File: config.mk
export PLATFORM = sky130hd
export DESIGN_NAME = prb_iter_stage
export DESIGN_NICKNAME = d
export VERILOG_FILES = /design/src/hdl/prb_pkg.sv /design/src/hdl/prb_iter_stage.sv
export SDC_FILE = /design/constraint.sdc
export NUM_CORES = 1
export LEC_CHECK = 0
export BUFFER_PORTS_ARGS = -buffer_cell sky130_fd_sc_hd__buf_2
export CAP_MARGIN = 20
export CORE_ASPECT_RATIO = 1.2
export CORE_UTILIZATION = 55
export DETAILED_ROUTE_END_ITERATION = 8
export PLACE_DENSITY = 0.86
export SLEW_MARGIN = 20
export SYNTH_ARGS = -nofsm -noshare
export SYNTH_HDL_FRONTEND = slang
export SYNTH_SLANG_ARGS = --single-unit
export TNS_END_PERCENT = 5
File: constraint.sdc
create_clock -name clk -period 10.35 [get_ports clk]
set_clock_uncertainty 0.15 [all_clocks]
set_input_delay 1.5525 -clock clk [delete_from_list [all_inputs] [get_ports clk]]
set_output_delay 1.5525 -clock clk [all_outputs]
set_load 0.01 [all_outputs]
File: src/hdl/prb_pkg.sv
// Package for the pixel range and bearing block: field widths, transaction
// structs, pipeline stage record and the CORDIC arctangent table.
// No dependencies.
`timescale 1ns / 1ps

package prb_pkg;

  // Fixed field widths
  localparam int COORD_BITS = 12;
  localparam int CFG_BITS   = 13;
  localparam int RANGE_BITS = 17;
  localparam int ANGLE_BITS = 16;

  // Offset magnitude width: covers floor(width/2) - x and height - y
  localparam int MAG_BITS = (CFG_BITS > COORD_BITS) ? CFG_BITS : COORD_BITS;

  // Square root operand: (dx^2 + dy^2) * 256, padded to an even width
  localparam int SQ_BITS   = 2 * MAG_BITS + 1;
  localparam int RAD_BITS  = 2 * MAG_BITS + 10;
  localparam int ROOT_BITS = RAD_BITS / 2;
  localparam int REM_BITS  = ROOT_BITS + 2;

  // CORDIC datapath: offsets scaled by 2^16, plus gain headroom and sign
  localparam int CORD_BITS = MAG_BITS + 19;
  localparam int ANG_BITS  = 24;
  localparam int TABLE_LEN = 24;
  localparam int CORDIC_STAGES_DEF = 16;

  localparam int RANGE_MAX     = 2 ** RANGE_BITS - 1;
  localparam int BEARING_LIMIT = 23040;

  // Configuration register indexes
  localparam int CFG_INDEX_BITS = 1;
  localparam logic [CFG_INDEX_BITS-1:0] REG_IMG_WIDTH  = 1'b0;
  localparam logic [CFG_INDEX_BITS-1:0] REG_IMG_HEIGHT = 1'b1;

  localparam logic [CFG_BITS-1:0] IMG_WIDTH_RST  = 13'd640;
  localparam logic [CFG_BITS-1:0] IMG_HEIGHT_RST = 13'd480;

  typedef struct packed {
    logic [COORD_BITS-1:0] x_pixel;
    logic [COORD_BITS-1:0] y_pixel;
  } prb_in_t;

  typedef struct packed {
    logic [RANGE_BITS-1:0]        range_fixed;
    logic signed [ANGLE_BITS-1:0] bearing_degrees;
    logic                         zero_range;
  } prb_out_t;

  typedef struct packed {
    logic dx_neg;
    logic on_axis;   // dx == 0: bearing is exactly zero
    logic zero;      // point equals the reference
  } prb_flags_t;

  typedef struct packed {
    logic signed [CORD_BITS-1:0] cx;
    logic signed [CORD_BITS-1:0] cy;
    logic signed [ANG_BITS-1:0]  cz;
    logic [RAD_BITS-1:0]         rad;
    logic [ROOT_BITS-1:0]        root;
    logic [REM_BITS-1:0]         rem;
    prb_flags_t                  flags;
  } prb_iter_t;

  // atan(2^-i) in degrees, 16 fraction bits
  function automatic logic signed [ANG_BITS-1:0] atan_q16(input int unsigned i);
    logic signed [ANG_BITS-1:0] v;
    case (i)
      0:  v = 24'sd2949120;
      1:  v = 24'sd1740967;
      2:  v = 24'sd919879;
      3:  v = 24'sd466945;
      4:  v = 24'sd234379;
      5:  v = 24'sd117304;
      6:  v = 24'sd58666;
      7:  v = 24'sd29335;
      8:  v = 24'sd14668;
      9:  v = 24'sd7334;
      10: v = 24'sd3667;
      11: v = 24'sd1833;
      12: v = 24'sd917;
      13: v = 24'sd458;
      14: v = 24'sd229;
      15: v = 24'sd115;
      16: v = 24'sd57;
      17: v = 24'sd29;
      18: v = 24'sd14;
      19: v = 24'sd7;
      20: v = 24'sd4;
      21: v = 24'sd2;
      22: v = 24'sd1;
      default: v = '0;
    endcase
    return v;
  endfunction

endpackage

File: src/hdl/prb_iter_stage.sv
// One registered iteration of the pipeline: one square root digit and one
// CORDIC vectoring rotation, each if in range. Depends on prb_pkg.
`timescale 1ns / 1ps

module prb_iter_stage #(
  parameter int STAGE         = 0,
  parameter int CORDIC_STAGES = prb_pkg::CORDIC_STAGES_DEF
) (
  input  logic               clk,
  input  logic               rst,
  input  logic               in_valid,
  input  prb_pkg::prb_iter_t in_data,
  output logic               out_valid,
  output prb_pkg::prb_iter_t out_data
);
  import prb_pkg::*;

  prb_iter_t                   data_next;
  logic [REM_BITS+1:0]         rem_sh;
  logic [REM_BITS+1:0]         trial;
  logic signed [CORD_BITS-1:0] xs;
  logic signed [CORD_BITS-1:0] ys;

  always_comb begin
    data_next = in_data;
    rem_sh    = {in_data.rem, in_data.rad[RAD_BITS-1 -: 2]};
    trial     = {2'b00, in_data.root, 2'b01};
    xs        = in_data.cx >>> STAGE;
    ys        = in_data.cy >>> STAGE;

    // restoring square root, one result bit
    if (STAGE < ROOT_BITS) begin
      data_next.rad = {in_data.rad[RAD_BITS-3:0], 2'b00};
      if (rem_sh >= trial) begin
        data_next.rem  = REM_BITS'(rem_sh - trial);
        data_next.root = {in_data.root[ROOT_BITS-2:0], 1'b1};
      end else begin
        data_next.rem  = REM_BITS'(rem_sh);
        data_next.root = {in_data.root[ROOT_BITS-2:0], 1'b0};
      end
    end

    // rotate toward the vertical axis
    if (STAGE < CORDIC_STAGES) begin
      if (in_data.cy > 0) begin
        data_next.cx = in_data.cx + ys;
        data_next.cy = in_data.cy - xs;
        data_next.cz = in_data.cz + atan_q16(STAGE);
      end else begin
        data_next.cx = in_data.cx - ys;
        data_next.cy = in_data.cy + xs;
        data_next.cz = in_data.cz - atan_q16(STAGE);
      end
    end
  end

  always_ff @(posedge clk) begin
    if (rst) begin
      out_valid <= 1'b0;
    end else begin
      out_valid <= in_valid;
    end
  end

  always_ff @(posedge clk) begin
    out_data <= data_next;
  end

endmodule

---- Word level (Yosys, flattened, before mapping) ----
Index checks and enable logic that the tools add are counted.
storage, ports and cells
  bits in registers ....................... 164
  output and inout port bits .............. 166
  word-level logic and storage cells ...... 20
cells by class
  $add $sub $neg .......................... 6
  order comparisons ....................... 2
  multiplexer cells ....................... 2
operators by type and width
  cell                                                            number
  two-way mux 88 bit                                              1
  subtractor 32 bit                                               2
  adder 32 bit                                                    1
  greater-than comparator 32 x 1 -> 1 bit, second input constant  1
  adder 24 x 23 -> 24 bit, second input constant                  1
  subtractor 24 x 23 -> 24 bit, second input constant             1
  greater-or-equal comparator 22 x 20 -> 1 bit                    1
  two-way mux 21 bit                                              1
  subtractor 20 bit                                               1

---- Logic depth before layout (Yosys ltp) ----
  word-level depth ........................ 2
  depth in mapped cells ................... 15

---- Least setup slack after synthesis ----
No wires, ideal clock.
  path type ............................... input to register
  from .................................... input in_data[131] (netlist bit)
  to ...................................... register out_data[100] (netlist bit)
  setup time .............................. 0.120 ns
  data arrival time ....................... 4.206 ns
  required time ........................... 10.080 ns
  setup slack ............................. 5.874 ns
  stages .................................. 15
  cells stage by stage .................... nor4_1 > nand4_1 > nor2_1 > or2_2 > clkbuf_1 > clkbuf_1 > buf_1 > ha_1 > a21o_1 > a21oi_1 > o21bai_1 > a21oi_1 > o21bai_1 > a21oi_1 > xnor2_1
RTL lines
  element               line                  source
  from (decl)           prb_iter_stage.sv:12  input prb_pkg::prb_iter_t in_data,
  to (signal assigned)  prb_iter_stage.sv:66  out_data <= data_next;
  to (decl)             prb_iter_stage.sv:14  output prb_pkg::prb_iter_t out_data

==> flow_metrics.env <==
export IMPL_status="finished, final reports clean"
export IMPL_first_iter_violations=729
export IMPL_grt_max_degree=64
export IMPL_critical_path_top_delay_family="simple AND/OR/NAND/NOR gates"
export IMPL_core_area_um2=18200
export IMPL_start_util_pct=56.3
export IMPL_slew_violations=0
export IMPL_postRouteAntennaNets=0
export IMPL_max_stage_delay_ps=620
export IMPL_viasPerCell=5.89
export IMPL_whs_path_depth=1
export IMPL_fmax_mhz=212
export IMPL_hold_viol=0
export IMPL_grt_pass1_vias=9629
export IMPL_worst_setup_path_start_kind="input port"
export IMPL_critical_path_buf_inv_count=2
export IMPL_place_hpwl_um=28900
export IMPL_place_congestion=1.01
export IMPL_syn_area_per_cell_um2=8.47
export IMPL_overflow=0
export IMPL_io_buffers=331
export IMPL_nets=1814
export IMPL_synth_area_um2=10300
export IMPL_drive_gt1_share_pct=26.0
export IMPL_ctsLongestPathBuffers=2
export IMPL_path_clk_slew_ps=70
export IMPL_ys_warn_count=0
export IMPL_synth_area_leaders="dfxtp_1 32%, ha_1 15%, a21oi_1 6.6%"
export IMPL_holdCritStartpoint="in_data[42]"
export IMPL_post_cts_setup_buffers=0
export IMPL_yosysMostFrequentCell="dfxtp_1"
export IMPL_hp_class="in2reg"
export IMPL_crit_top_cell="a21oi_1"
export IMPL_cts_tree="built"
export IMPL_area_growth_pct=22.9
export IMPL_min_to="out_data[44]"
export IMPL_finalCriticalPeriod_ps=4710
export IMPL_crit_path_max_fanout=63
export IMPL_cellLeakagePower_nw=6.26
export IMPL_power_density_nw_per_um2=162
export IMPL_slowest_stage="nor4_1"
export IMPL_drt_first_pass_iters=5
export IMPL_grt_pass1_wl_um=53200
export IMPL_root_buffer="clkbuf_16"
export IMPL_syn_inst=1212
export IMPL_synth_area_leader_cell="dfxtp_1"
export IMPL_fillers=1529
export IMPL_min_period_over_period_pct=45.5
export IMPL_worstPathArrival_ps=4920
export IMPL_cts_hold_buf=0
export IMPL_synth_edf_count=0
export IMPL_synth_top_area_share_pct=31.8
export IMPL_ys_ff_latch=163
export IMPL_criticalPathCategory="in2reg"
export IMPL_avgRoutedWirePerCell_um=20.6
export IMPL_dr_total_vias=10400
export IMPL_rsz0062_at_grt="no"
export IMPL_peakVddDrop_uv=133
export IMPL_drc=0
export IMPL_antenna_found_initial=12
export IMPL_grt_usage_pct=36.8
export IMPL_worstPathCellList="buf_2 -> nor4_1 -> nand4_1 -> nor2_1 -> or2_2 -> buf_4 -> ha_1 -> a21o_1 -> a21oi_1 -> o21bai_1 -> a21oi_1 -> o21bai_1 -> a21oi_1 -> xnor2_1"
export IMPL_fp_dieW_um=127
export IMPL_ys_flop_type="dfxtp_1"
export IMPL_fin_total_pwr_mw=2.05
export IMPL_worstPathRequired_ps=10560
export IMPL_cts_resized=0
export IMPL_num_rows=54
export IMPL_setup_viol=0
export IMPL_synth_common_cells="163 x dfxtp_1, 136 x a21oi_1, 127 x ha_1, 119 x inv_1, 82 x nor2_1"
export IMPL_drv_cap=0
export IMPL_cts_sinks=163
export IMPL_drt_total_wl_um=36200
export IMPL_fin_setup_tns_ps=0
export IMPL_worst_pin_slew_ps=747
export IMPL_endpoint_kind="register"
export IMPL_io_pins=334
export IMPL_dieArea_um2=19200
export IMPL_max_slew_margin_pct=50.2
export IMPL_ys_types=75
export IMPL_cts_buffers_inserted=17
export IMPL_cts_htree_levels=4
export IMPL_ys_async_sr_fraction_pct=0
export IMPL_die_y_um=152
export IMPL_ys_seq_area_share_pct=31.8
cell usage in the layout, fill, tap and decap left out, types with 18 or more instances in the layout:
| master | netlist | final |
|---|---|---|
| inv_1 | 119 | 119 |
| nor2_1 | 82 | 82 |
| ha_1 | 127 | 127 |
| o21ai_0 | 69 | 69 |
| nand2_1 | 49 | 49 |
| o21bai_1 | 27 | 27 |
| xnor2_1 | 72 | 72 |
| buf_2 | 12 | 331 |
| dfxtp_1 | 163 | 163 |
| nor3_1 | 23 | 23 |
| nand3_1 | 18 | 18 |
| a21o_1 | 34 | 34 |
| a21oi_1 | 136 | 135 |
metal layers:
metal,GRT usage [%],share of wire [%]
met3,9.55,9.6
met5,0,0.086
met4,21.1,5.1
met1,43.9,39
met2,60.3,46
where the power goes:
group	internal, mW	switching, mW
registers	0.726	0.0366
clock network	0.331	0.306
logic	0.261	0.388
total	1.32	0.731
how the worst max path moves through the flow:
stage	startpoint	end	slack [ps]	cells past startpoint
6_report	in_data[130]	out_data[100]	5640	14
5_1_grt	in_data[130]	out_data[100]	5550	14
4_1_cts	in_data[130]	out_data[100]	5750	14
3_5_place_dp	in_data[130]	out_data[100]	5370	14
3_3_place_gp	in_data[130]	out_data[100]	5440	14
2_1_floorplan	in_data[131]	out_data[100]	5870	15
through the flow:
| stage | cells | hold WS, ps | setup WS [ps] | util (%) | area (um2) |
|---|---|---|---|---|---|
| floorplan | 1213 | 1430 | 5870 | - | 10300 |
| global placement | 1720 | 1510 | 5440 | 65.8 | 12000 |
| detailed placement | 1720 | 1510 | 5370 | 65.8 | 12000 |
| CTS | 1752 | 1060 | 5750 | 69.1 | 12600 |
| global route | 1758 | 1050 | 5550 | 69.2 | 12600 |
| finish | 1759 | 1060 | 5640 | 69.2 | 12600 |
cell families after synthesis:
family	after synthesis	share of synthesized area, %
buffers and inverters	175	6.76
and+or+nand+nor	257	12.3
AOI/OAI and AO/OA	374	23.0
muxes	25	2.55
adders and majority gates	131	16.3
DFF	163	31.8
xor gates and xnor gates	86	7.33
other	1	0.0365
state kept, by name, indices dropped and copies added (netlist names):
name / count
out_data: 162
out_valid: 1
area by class of cell:
type	count	area, um2	share of cell area [%]
Inverter	124	465	3.69
Clock buffer	18	439	3.48
Tap cell	224	280	2.22
Timing Repair Buffer	334	1680	13.3
Antenna cell	7	17.5	0.139
Clock inverter	14	158	1.25
Sequential cell	163	3260	25.8
Multi-Input combinational cell	875	6320	50.1
Note: power is estimated with default switching activity, not from simulation.
